[config.mk]
export PLATFORM = sky130hd
export DESIGN_NAME = aff3x4_seq
export DESIGN_NICKNAME = d
export VERILOG_FILES = /design/src/sv/aff3x4_pkg.sv /design/src/sv/aff3x4_seq.sv
export SDC_FILE = /design/constraint.sdc
export NUM_CORES = 1
export LEC_CHECK = 0
export ABC_AREA = 0
export BUFFER_PORTS_ARGS = -buffer_cell sky130_fd_sc_hd__buf_2
export CORE_AREA = 2 2 302 304
export CTS_BUF_LIST = sky130_fd_sc_hd__clkbuf_4 sky130_fd_sc_hd__clkbuf_8
export DETAILED_ROUTE_END_ITERATION = 10
export DIE_AREA = 0 0 304 306
export HOLD_SLACK_MARGIN = 0.06
export SLEW_MARGIN = 10
export SYNTH_ARGS = -nofsm -noshare
export SYNTH_HDL_FRONTEND = slang
export SYNTH_SLANG_ARGS = --single-unit
[constraint.sdc]
create_clock -name clk_i -period 27.1 [get_ports clk_i]
set_input_delay 4.065 -clock clk_i [delete_from_list [all_inputs] [get_ports clk_i]]
set_output_delay 4.065 -clock clk_i [all_outputs]
set_load 0.05 [all_outputs]
[src/sv/aff3x4_pkg.sv]
// Shared types and constants for the affine 3x4 matrix inverse core.
// Used by every module of the block; depends on nothing.
`timescale 1ns / 1ps

package aff3x4_pkg;

  // Default fixed-point format: Q16.16 in a 32-bit word.
  localparam int WORD_BITS_DEF = 32;
  localparam int FRAC_BITS_DEF = 16;

  // One matrix transaction carries twelve elements, row by row.
  localparam int NUM_ELEMS = 12;

  // Row codes of the inverse.
  localparam logic [1:0] ROW_FIRST = 2'd0;
  localparam logic [1:0] ROW_MID   = 2'd1;
  localparam logic [1:0] ROW_LAST  = 2'd2;

  // Control word that travels with every pipeline stage.
  typedef struct packed {
    logic       vld;
    logic [1:0] row;
  } aff_ctl_t;

endpackage

[src/sv/aff3x4_seq.sv]
// Input register and row sequencer: holds one matrix and issues its three rows.
// Depends on aff3x4_pkg.
`timescale 1ns / 1ps

module aff3x4_seq #(
  parameter int WORD_BITS = aff3x4_pkg::WORD_BITS_DEF
) (
  input  logic                                                  clk_i,
  input  logic                                                  rst_ni,
  input  logic                                                  adv_i,
  input  logic                                                  in_valid_i,
  output logic                                                  in_stall_o,
  input  logic [aff3x4_pkg::NUM_ELEMS-1:0][WORD_BITS-1:0]       elem_i,
  output logic [aff3x4_pkg::NUM_ELEMS-1:0][WORD_BITS-1:0]       elem_o,
  output aff3x4_pkg::aff_ctl_t                                  ctl_o
);
  import aff3x4_pkg::*;

  logic                                  busy_q;
  logic [1:0]                            row_q;
  logic [NUM_ELEMS-1:0][WORD_BITS-1:0]   elem_q;
  logic                                  accept;

  // A new matrix may enter in the cycle the last row of the current one leaves.
  assign in_stall_o = busy_q && !(adv_i && (row_q == ROW_LAST));
  assign accept     = in_valid_i && !in_stall_o;

  // Row counter and occupancy.
  always_ff @(posedge clk_i or negedge rst_ni) begin
    if (!rst_ni) begin
      busy_q <= 1'b0;
      row_q  <= ROW_FIRST;
    end else if (accept) begin
      busy_q <= 1'b1;
      row_q  <= ROW_FIRST;
    end else if (adv_i && busy_q) begin
      if (row_q == ROW_LAST) begin
        busy_q <= 1'b0;
      end else begin
        row_q <= row_q + 2'd1;
      end
    end
  end

  // Matrix holding register.
  always_ff @(posedge clk_i) begin
    if (accept) begin
      elem_q <= elem_i;
    end
  end

  assign elem_o = elem_q;
  assign ctl_o  = '{vld: busy_q, row: row_q};

endmodule

* Word-level counts from Yosys, hierarchy flattened
Cells that the tools add are included.
** Storage, ports and cells
- Logic and storage cells :: 33
- Register bits after elaboration :: 387
- Latch bits :: 0
- ROM bits :: 0
- Memory bits (writable) :: 0
- Output and inout bits :: 388
- Memories :: 0
** Cells by class
- Multiply operators :: 0
- Magnitude comparators :: 0
- Bitwise logic cells :: 0
- Multiplexer cells :: 6
- Add/subtract/negate cells :: 1
- Equal/unequal tests :: 2
- Shift operators :: 0
- Reductions and logical operators :: 10
- Divide/modulo/power cells :: 0
** Operators with widths (number)
- 2-bit 2-to-1 mux :: 3
- 1-bit logical AND :: 4
- 2-bit AND reduction :: 2
- 2-bit nonzero test :: 2
- 1-bit 2-to-1 mux :: 3
- 2-bit by 1-bit adder with 2-bit output, second input constant :: 1
- 2-bit == test, second input constant :: 1
- 1-bit zero test :: 2
- 2-bit inequality test, second input constant :: 1

* Longest topological paths before layout
Gate-level depths: netlist (run 1).
- Word-level depth :: 8
- Mapped depth :: 5
- Gate-level depth less buffers :: 5

* Worst setup path after synthesis (run 1)
Ideal clock, no wire load.
- Path type :: input to register
- Start :: input port adv_i
- End :: register elem_q, in the netlist elem_o[0], enable pin
- Data arrival time :: 20.992 ns
- Buffers on the path :: 0
- Path slack :: 4.934 ns
- Stages on the path :: 2
- Data required time :: 25.925 ns
- Setup time :: 1.175 ns
- Path through :: a21boi_2 > nor2b_1
** On the way
- Word-level cells in the longest chain between the ends :: 5
** RTL lines
- from (decl) :: RTL line aff3x4_seq.sv:10 : input logic adv_i,
- 1-bit logical AND :: RTL line aff3x4_seq.sv:25 : assign in_stall_o = busy_q && !(adv_i && (row_q == ROW_LAST));
- 1-bit zero test :: RTL line aff3x4_seq.sv:25
- 1-bit logical AND :: RTL line aff3x4_seq.sv:25
- 1-bit zero test :: RTL line aff3x4_seq.sv:26 : assign accept = in_valid_i && !in_stall_o;
- 1-bit logical AND :: RTL line aff3x4_seq.sv:26
- via accept :: RTL line aff3x4_seq.sv:22 : logic accept;
- to (signal assigned) :: RTL line aff3x4_seq.sv:48 : elem_q <= elem_i;
- to (decl) :: RTL line aff3x4_seq.sv:21 : logic [NUM_ELEMS-1:0][WORD_BITS-1:0] elem_q;
The timed path passes the listed nets, and every way through them passes these cells.
A chain may end at the register's enable or synchronous reset.

* Worst setup path in the final report (run 1)
- Start :: input port adv_i
- End :: output port in_stall_o
** On the way
- Word-level cells in the longest chain between the ends :: 3
** RTL lines
- 1-bit logical AND :: RTL line aff3x4_seq.sv:25
- 1-bit zero test :: RTL line aff3x4_seq.sv:25
- 1-bit logical AND :: RTL line aff3x4_seq.sv:25
- to (decl) :: RTL line aff3x4_seq.sv:12 : output logic in_stall_o,
No other way between the ends.

==> metrics.csv, run 1 <==
stage,metric,value,unit
status,status,completed,
timing,relSlewSlack,0.307,
critical_path,critPathCaptureType,output port,
drt,ant_nets,0,
timing,drv_slew,0,
logic_synthesis,yosysTopAreaCell,edfxtp_1,
cells_and_area,nets,1641,
critical_path,start_kind,input port,
timing,fmax,113,MHz
clock_network,insertion_delay,0.65,ns
critical_path,worstReg2RegStart,row_q[0],
critical_path,crit_type,in2out,
global_route,grt_max_degree,78,
clock_network,numCtsBuffers,69,
critical_path,reg2reg_depth,7,
logic_synthesis,synth.most_common_cell,edfxtp_1,
clock_network,cts.reportedPaths.clkPinSlew,0.06,ns
run,maxCapViolCount,0,
placed_design,portBuffers,775,
timing,rsz0062_at_grt,no,
pwr,p_leak,0.00743,uW
critical_path,worstSetupStartpoint,adv_i,
clock_network,cts_tree,yes,
critical_path,timing.rr.end,elem_o[92],
cells_and_area,area_delta_synth_final,58.6,%
logic_synthesis,syn_area,11700,sq um
critical_path,crit_required,23.03,ns
timing,setup_viol,0,
pwr,p_per_area,93.6,nW/um^2
drt,vias_per_cell,3.03,
die,die_y,306,um
drt,wl_per_cell,16.7,um
critical_path,reg2reg_slack,22.82,ns
critical_path,cp-endpoint,in_stall_o,
clock_network,ctsHoldBuffers,0,
placed_design,hpwl,32500,um
global_route,overflow,0,
die,start_util,0.131,
clock_network,cts_max_level,3,
logic_synthesis,synth_warnings,0,
global_route,antenna_found_initial,24,
global_route,grt_pass1_vias,7878,
drt,dr.pass1.iters,4,
timing,timing.hold.ws,0.548,ns
clock_network,post_cts_resized,0,
logic_synthesis,ys_async_sr_fraction,0.00775,
cells_and_area,final_util,0.207,
critical_path,cp_cell_sequence,buf_2 > a21boi_2 > buf_2,
timing,fin_crit_sh,0.327,
logic_synthesis,postSynthAreaPerCell,29.2,sq um
critical_path,cp_max_fo,4,
clock_network,cts_setup_buffers,0,
drt,wl,41300,um
logic_synthesis,synthTopCellsByArea,"edfxtp_1 99%, dfrtp_1 0.64%, a22o_1 0.15%",
timing,period_minus_slack,8.86,ns
worst_hold_path,hp-class,reg2reg,
die,num_rows,110,
critical_path,worstPathArrival,4.80,ns
timing,fin_tns_setup,0,ns
die,ios,776,
die,dieArea,93000,sq um
placed_design,gp_congestion,0.787,
logic_synthesis,syn_inst,401,
clock_network,clock-sinks,387,
clock_network,clockBufferDepth,3,
logic_synthesis,ys_types,13,
drt,drc,0,
drt,drtIter0Drc,435,
timing,clock-skew-final,0.0265,ns
logic_synthesis,synth-edff-count,384,
cells_and_area,drive_above_1_share,0.685,
drt,vias,7517,
critical_path,cpPeakStageDelay,0.32,ns
clock_network,root_buffer,clkbuf_8,
global_route,grt_pass1_wl,55200,um
timing,finalHoldViolations,0,
critical_path,crit_path_frequent_cell,buf_2,
logic_synthesis,ys_ff_latch,387,
die,die_w,304,um
die,core_area,89600,sq um
timing,tightest_slew,1.04,ns
logic_synthesis,yosysSeqAreaShare,0.991,
pwr,vdd_ir_drop_max,0.0000450,V
logic_synthesis,synth_top_area_share,0.985,
logic_synthesis,syn-num-nets,790,
critical_path,slowest_stage,buf_2,
global_route,grt.total_usage,0.0843,
logic_synthesis,synth_common_cells,"384 x edfxtp_1, 3 x dfrtp_1, 3 x inv_1",
logic_synthesis,synth_ff_type,edfxtp_1,
==> metrics by stage <==
stage / std cells / total power (uW) / worst slack [ns] / cell area (sq um)
floorplan: 401 / 1110 / 4.93 / 11700
global placement: 2357 / 1170 / 18.23 / 17100
detailed placement: 2357 / 1170 / 18.21 / 17100
CTS: 2477 / 1770 / 18.21 / 18600
global route: 2477 / 1810 / 18.19 / 18600
finish: 2480 / 1740 / 18.24 / 18600
==> critical path: cells and delay by family <==
family	cells	cell delay, ns
buf+inv	2	0.46
compound gates	1	0.26
==> sequential cells by signal (all words and copies together), names as in the netlist <==
register	count
elem_o	384
row_q	2
busy_q	1
==> metal layers <==
metal / up-vias / global-route usage / routed length, um
li1: 3358 / - / -
met1: 3502 / 0.0812 / 14200
met2: 514 / 0.140 / 20100
met3: 109 / 0.0562 / 5450
met4: 34 / 0.0382 / 1340
met5: - / 0 / 218
==> how the worst min path moves through the flow <==
stage / start / endpoint / slack, ns / cells after the start
finish: row_q[0] / row_q[0] / 0.55 / 1
floorplan: busy_q / row_q[0] / 0.52 / 1
detailed placement: row_q[0] / row_q[0] / 0.52 / 1
global route: row_q[0] / row_q[0] / 0.57 / 1
global placement: row_q[0] / row_q[0] / 0.52 / 1
CTS: row_q[0] / row_q[0] / 0.54 / 1
==> cell families after synthesis <==
logic type | Yosys count | synth area share
adder cells (fa/ha/maj) | 1 | 0.00107
flip-flops | 387 | 0.991
buffers and inverters | 4 | 0.00160
AND/OR/NAND/NOR | 3 | 0.00160
multiplexers | 1 | 0.000855
AO/OA/AOI/OAI | 5 | 0.00342
==> final cells by class <==
| cell class | instances | area (sq um) |
|---|---|---|
| timing repair buffer | 781 | 3920 |
| sequential | 387 | 11600 |
| tap | 1176 | 1470 |
| fill | 9529 | 71000 |
| clock inverter | 27 | 310 |
| antenna | 3 | 7.51 |
| multi-input combinational | 10 | 88.8 |
| inverter | 3 | 11.3 |
| clock buffer | 93 | 1150 |
==> power breakdown <==
group / internal, uW / switching, uW / total [uW]
sequential: 752 / 20.9 / 773
combinational: 67.1 / 314 / 381
clock: 342 / 243 / 585
total: 1160 / 578 / 1740
==> placed cells by master (no fill, tap or decap) <==
cell type	Yosys	routed
ha_1	1	1
edfxtp_1	384	384
nand2b_1	1	1
dfrtp_1	3	3
clkinvlp_4	0	2
inv_8	0	1
inv_6	0	1
a21boi_2	1	1
clkbuf_8	0	72
diode_2	0	3
clkinv_1	0	12
buf_4	1	6
a22o_1	2	2
inv_1	3	3
mux2i_1	1	1
nor2b_4	0	1
a21oi_1	1	1
clkinv_2	0	4
o22ai_1	1	1
clkbuf_4	0	21
bufinv_16	0	7
or2_1	1	1
buf_2	0	775
No activity file was read; power rests on OpenSTA's default activity.
==> run 2: changes to the inputs <==
- CORE_AREA: 2 2 302 304 -> 2 2 298 300
- DIE_AREA: 0 0 304 306 -> 0 0 300 302
- clock period: 27.1 -> 8 ns (I/O delays scaled with it)
==> run 2 against run 1 <==
  * Core utilization grew 0.39 points
  * First-iteration DRC count shrank 19%
  * Clock skew hardly changed
  * Sequential share of layout area grew 0.28 points
  * Largest power group unchanged
  * Cell count fell by 0.48%
  * Critical endpoint unchanged
  * Count of clock-buffer cells in the layout rose by 2
  * Flip-flop and latch count stayed put
==> metrics.csv, run 2 (synthesis results as in run 1) <==
stage,metric,value,unit,change
run,maxCapViolCount,0,,unchanged
cells_and_area,nets,1641,,unchanged
timing,timing.hold.ws,0.359,ns,was 0.548 ns
timing,fin_crit_sh,0.380,,
cells_and_area,largest_reg_flops,384,,unchanged
clock_network,cts_tree,yes,,unchanged
die,die_w,300,um,was 304 um
critical_path,start_kind,input port,,unchanged
global_route,antenna_found_initial,15,,was 24
drt,wl_met3,5060,um,was 5450 um
drt,drc,0,,unchanged
drt,ant_nets,0,,unchanged
cells_and_area,layout_commonest_cell,buf_2,,unchanged
status,status,completed,,unchanged
placed_design,pre_cts_ws,4.47,ns,was 18.21 ns
timing,finalHoldViolations,0,,unchanged
critical_path,critPathCaptureType,output port,,unchanged
critical_path,worstPathArrival,1.84,ns,was 4.80 ns
pwr,p_leak,0.00738,uW,was 0.00743 uW
clock_network,numCtsBuffers,70,,was 69
cells_and_area,mostFrequentLayoutCells,"775 x buf_2, 384 x edfxtp_1, 73 x clkbuf_8",,"was 775 x buf_2, 384 x edfxtp_1, 72 x clkbuf_8"
timing,setup_viol,0,,unchanged
timing,clock-skew-final,0.0268,ns,was 0.0265 ns
pwr,p_per_area,311,nW/um^2,was 93.6 nW/um^2
drt,wl_met2,19000,um,was 20100 um
cells_and_area,drive_above_1_share,0.686,,was 0.685
clock_network,cts_max_level,3,,unchanged
cells_and_area,area_delta_synth_final,57.9,%,was 58.6%
timing,tightest_slew,0.991,ns,was 1.04 ns
timing,period_minus_slack,3.04,ns,
pwr,design_power_total,5740,uW,was 1740 uW
placed_design,hpwl,30500,um,was 32500 um
die,dieArea,90600,sq um,was 93000 sq um
global_route,grt_max_degree,155,,was 78
drt,vias_per_cell,3.00,,was 3.03
global_route,grt_pass1_vias,7683,,was 7878
critical_path,crit_required,6.80,ns,was 23.03 ns
timing,drv_slew,0,,unchanged
global_route,grt_pass1_wl,51500,um,was 55200 um
drt,highest_layer,met5,,unchanged
clock_network,clock-sinks,387,,unchanged
timing,fin_ws,4.96,ns,was 18.24 ns
critical_path,crit_type,in2out,,unchanged
placed_design,portBuffers,775,,unchanged
clock_network,clockBufferDepth,3,,unchanged
critical_path,worstSetupStartpoint,adv_i,,unchanged
clock_network,cts_setup_buffers,0,,unchanged
critical_path,worstReg2RegStart,row_q[0],,unchanged
drt,wl_per_cell,15.9,um,was 16.7 um
die,core_area,87600,sq um,was 89600 sq um
timing,fmax,329,MHz,
critical_path,cp_max_fo,4,,unchanged
die,start_util,0.134,,was 0.131
placed_design,gp_congestion,0.781,,was 0.787
drt,dr.pass1.iters,4,,unchanged
drt,m1WireLength,13900,um,was 14200 um
clock_network,ctsHoldBuffers,0,,unchanged
timing,fin_tns_setup,0,ns,unchanged
clock_network,cts.reportedPaths.clkPinSlew,0.05,ns,was 0.06 ns
drt,vias,7399,,was 7517
pwr,vdd_ir_drop_max,0.000195,V,was 0.0000450 V
global_route,overflow,0,,unchanged
global_route,grt.total_usage,0.0806,,was 0.0843
clock_network,post_cts_resized,0,,unchanged
die,ios,776,,unchanged
clock_network,root_buffer,clkbuf_8,,unchanged
clock_network,insertion_delay,0.65,ns,about the same
timing,rsz0062_at_grt,no,,unchanged
drt,drtIter0Drc,353,,was 435
worst_hold_path,hp-class,in2async,,was reg2reg
timing,relSlewSlack,0.340,,was 0.307
die,die_y,302,um,was 306 um
drt,wl,39100,um,was 41300 um
die,num_rows,109,,was 110
-- run 2: cell count changes in the layout (fill, tap and decap cells not counted), sizes merged --
cell / previous run / this run
buf: 781 / 780
bufinv: 7 / 3
clkbuf: 93 / 95
clkinv: 16 / 15
clkinvlp: 2 / 3
diode: 3 / 5
-- run 2: critical path: stages --
cell      delay [ns]
buf_2           0.12
a21boi_2        0.21
buf_2           0.30
-- run 2: where the power goes --
| group | total, uW | internal [uW] | switching, uW |
|---|---|---|---|
| sequential | 2610 | 2550 | 63.4 |
| clock | 1840 | 1040 | 801 |
| combinational | 1290 | 232 | 1060 |
-- run 2: area by class of cell --
type | count | area (sq um)
multi-input cells | 10 | 88.8
clock buffers | 95 | 1170
flip-flops and latches | 387 | 11600
well taps | 1165 | 1460
inverters | 3 | 11.3
diodes | 5 | 12.5
repair buffers | 780 | 3940
fillers | 9400 | 69100
clock inverters | 23 | 198
-- run 2: path summary, 6_finish.rpt --
kind                         endpoint  slack (ns)  depth (start not counted)
max in group asynchronous    row_q[1]        7.53                          1
min                            busy_q        0.36                          1
min reg2reg                  row_q[0]        0.55                          1
max reg2reg                elem_o[31]        5.10                          6
min in group clk_i           row_q[0]        0.55                          1
max                        in_stall_o        4.96                          3
-- run 2: metal layers --
| metal | GRT usage | vias to the layer above |
|---|---|---|
| met2 | 0.132 | 512 |
| met3 | 0.0493 | 84 |
| met4 | 0.0336 | 16 |
| met5 | 0 | - |
| met1 | 0.0826 | 3429 |
| li1 | - | 3358 |
-- run 2: per-stage QoR --
stage | util | cell area (sq um) | std cells
4_1_cts | 0.211 | 18500 | 2463
3_3_place_gp | 0.195 | 17100 | 2345
3_5_place_dp | 0.195 | 17100 | 2345
5_1_grt | 0.211 | 18500 | 2466
6_report | 0.211 | 18500 | 2468
2_1_floorplan | - | 11700 | 401
==> run 3: changes to the inputs <==
- clock period: 8 -> 2.6 ns (I/O delays scaled with it)
==> run 3 against run 2 <==
  * Clock skew is 0.014 ns lower
  * Combinational power grew to 3.6 times the previous value
  * Highest routed layer unchanged
  * Via count is 24% higher
  * Flip-flop and latch count stayed put
  * Die area stayed put
  * Worst setup slack worse by 4.5 ns
==> metrics.csv, run 3 (synthesis results as in run 1) <==
stage,metric,value,unit,change
status,status,completed,,unchanged
cells_and_area,largest_reg_flops,384,,unchanged
drt,ant_nets,0,,unchanged
pwr,design_power_total,18100,uW,was 5740 uW
worst_hold_path,hp-class,in2reg,,was in2async
timing,fin_ws,0.446,ns,was 4.96 ns
critical_path,crit_type,reg2out,,was in2out
timing,setup_viol,0,,unchanged
critical_path,reg2reg_depth,6,,unchanged
pwr,p_leak,0.00910,uW,was 0.00738 uW
critical_path,crit_required,2.21,ns,was 6.80 ns
clock_network,numCtsBuffers,67,,was 70
pwr,vdd_ir_drop_max,0.000562,V,was 0.000195 V
timing,drv_slew,0,,unchanged
global_route,grt_max_degree,72,,was 155
critical_path,worstPathArrival,1.76,ns,was 1.84 ns
placed_design,post_dp_cell_area,17300,sq um,was 17100 sq um
clock_network,cts_tree,yes,,unchanged
run,maxCapViolCount,0,,unchanged
placed_design,dp.cells,2365,,was 2345
critical_path,reg2reg_slack,0.64,ns,was 5.10 ns
critical_path,worstSetupStartpoint,row_q[1],,was adv_i
critical_path,critPathCaptureType,output port,,unchanged
timing,finalHoldViolations,0,,unchanged
die,core_area,87600,sq um,unchanged
placed_design,hpwl,32100,um,was 30500 um
drt,drtIter0Drc,464,,was 353
critical_path,timing.rr.end,elem_o[303],,was elem_o[31]
drt,wl_per_cell,15.8,um,was 15.9 um
critical_path,start_kind,flop,,was input port
cells_and_area,mostFrequentLayoutCells,"775 x buf_2, 388 x dlygate4sd3_1, 384 x edfxtp_1",,"was 775 x buf_2, 384 x edfxtp_1, 73 x clkbuf_8"
critical_path,worstReg2RegStart,row_q[0],,unchanged
cells_and_area,nets,2046,,was 1641
timing,timing.hold.ws,0.445,ns,was 0.359 ns
die,ios,776,,unchanged
clock_network,cts_setup_buffers,0,,unchanged
clock_network,insertion_delay,0.65,ns,about the same
timing,tightest_slew,0.378,ns,was 0.991 ns
pwr,power_switching_share,0.337,,was 0.334
cells_and_area,fin_area,22500,sq um,was 18500 sq um
pwr,p_per_area,806,nW/um^2,was 311 nW/um^2
die,die_y,302,um,unchanged
global_route,overflow,0,,unchanged
pwr,p_switching,6120,uW,was 1920 uW
global_route,grt_pass1_wl,61200,um,was 51500 um
die,num_rows,109,,unchanged
drt,vias_per_cell,3.19,,was 3.00
cells_and_area,fill_cells,8941,,was 9400
die,start_util,0.134,,unchanged
critical_path,cp-endpoint,in_stall_o,,unchanged
placed_design,pre_cts_ws,0.703,ns,was 4.47 ns
pwr,clock_power_share,0.302,,was 0.321
die,dieArea,90600,sq um,unchanged
pwr,seqPwrFrac,0.443,,was 0.455
timing,fin_crit_sh,0.828,,
pwr,intPower,12000,uW,was 3820 uW
clock_network,post_cts_resized,0,,unchanged
cells_and_area,final_cells,2876,,was 2468
global_route,antenna_found_initial,15,,unchanged
cells_and_area,drive_above_1_share,0.534,,was 0.686
global_route,grt_pass1_vias,9934,,was 7683
timing,relSlewSlack,0.748,,was 0.340
clock_network,cts_max_level,3,,unchanged
placed_design,gp_congestion,0.801,,was 0.781
die,die_w,300,um,unchanged
cells_and_area,area_delta_synth_final,92.2,%,was 57.9%
clock_network,clock-sinks,387,,unchanged
clock_network,clockBufferDepth,3,,unchanged
timing,rsz0062_at_grt,no,,unchanged
drt,drc,0,,unchanged
cells_and_area,layout_commonest_cell,buf_2,,unchanged
timing,period_minus_slack,2.15,ns,
timing,clock-skew-final,0.0131,ns,was 0.0268 ns
global_route,grt.total_usage,0.0933,,was 0.0806
drt,dr.pass1.iters,4,,unchanged
placed_design,portBuffers,775,,unchanged
critical_path,cp_max_fo,4,,unchanged
timing,fmax,464,MHz,
pwr,pwr-share-comb,0.255,,was 0.224
clock_network,root_buffer,clkbuf_8,,unchanged
clock_network,cts.reportedPaths.clkPinSlew,0.06,ns,was 0.05 ns
drt,wl,45500,um,was 39100 um
drt,vias,9161,,was 7399
clock_network,ctsHoldBuffers,388,,was 0
## run 3: cell count changes in the layout (fill, tap and decap cells not counted), sizes merged, moves of 5 or more
cell and delta:
clkbuf -5, clkinv +6, dlygate4sd3 +388, buf +20
## run 3: how the worst min path moves through the flow
| stage | from | to | slack (ns) | depth (start not counted) |
|---|---|---|---|---|
| 2_1_floorplan | rst_ni | busy_q | 0.09 | 0 |
| 3_3_place_gp | rst_ni | busy_q | 0.19 | 1 |
| 3_5_place_dp | rst_ni | busy_q | 0.19 | 1 |
| 4_1_cts | elem_i[241] | elem_o[241] | 0.33 | 2 |
| 5_1_grt | elem_i[363] | elem_o[363] | 0.36 | 2 |
| 6_report | elem_i[173] | elem_o[173] | 0.44 | 2 |
## run 3: stage by stage
stage / utilization / TNS (ns)
global placement: 0.198 / 0
floorplan: - / -1728.33
finish: 0.257 / 0
global route: 0.257 / 0
detailed placement: 0.198 / 0
CTS: 0.257 / 0
## run 3: power by group through the flow
| stage | clock network (uW) | registers [uW] | logic (uW) |
|---|---|---|---|
| 4_1_cts | 5680 | 8030 | 4620 |
| 2_1_floorplan | 0 | 10700 | 449 |
| 6_report | 5470 | 8040 | 4620 |
| 3_3_place_gp | 0 | 8130 | 4130 |
| 5_1_grt | 5950 | 8090 | 4800 |
| 3_5_place_dp | 0 | 8140 | 4140 |
## run 3: worst max-delay path, stage by stage (launching register included)
cell,delay (ns)
dfrtp_2,0.44
ha_4,0.18
a21boi_4,0.21
buf_2,0.30
## run 3: final cells by class
type | count | area, sq um | area share
flip-flops and latches | 387 | 11600 | 0.516
clock buffers | 90 | 1110 | 0.0495
inverters | 3 | 11.3 | 0.000500
diodes | 5 | 12.5 | 0.000556
clock inverters | 28 | 190 | 0.00845
repair buffers | 1188 | 8000 | 0.356
multi-input cells | 10 | 109 | 0.00484
well taps | 1165 | 1460 | 0.0648
## run 3: routing by layer
| metal | share of wire | vias to the layer above | GRT usage |
|---|---|---|---|
| met5 | 0.0022 | - | 0 |
| met4 | 0.031 | 14 | 0.0437 |
| met3 | 0.12 | 106 | 0.0429 |
| met2 | 0.50 | 547 | 0.161 |
| li1 | - | 4168 | - |
| met1 | 0.35 | 4326 | 0.0964 |
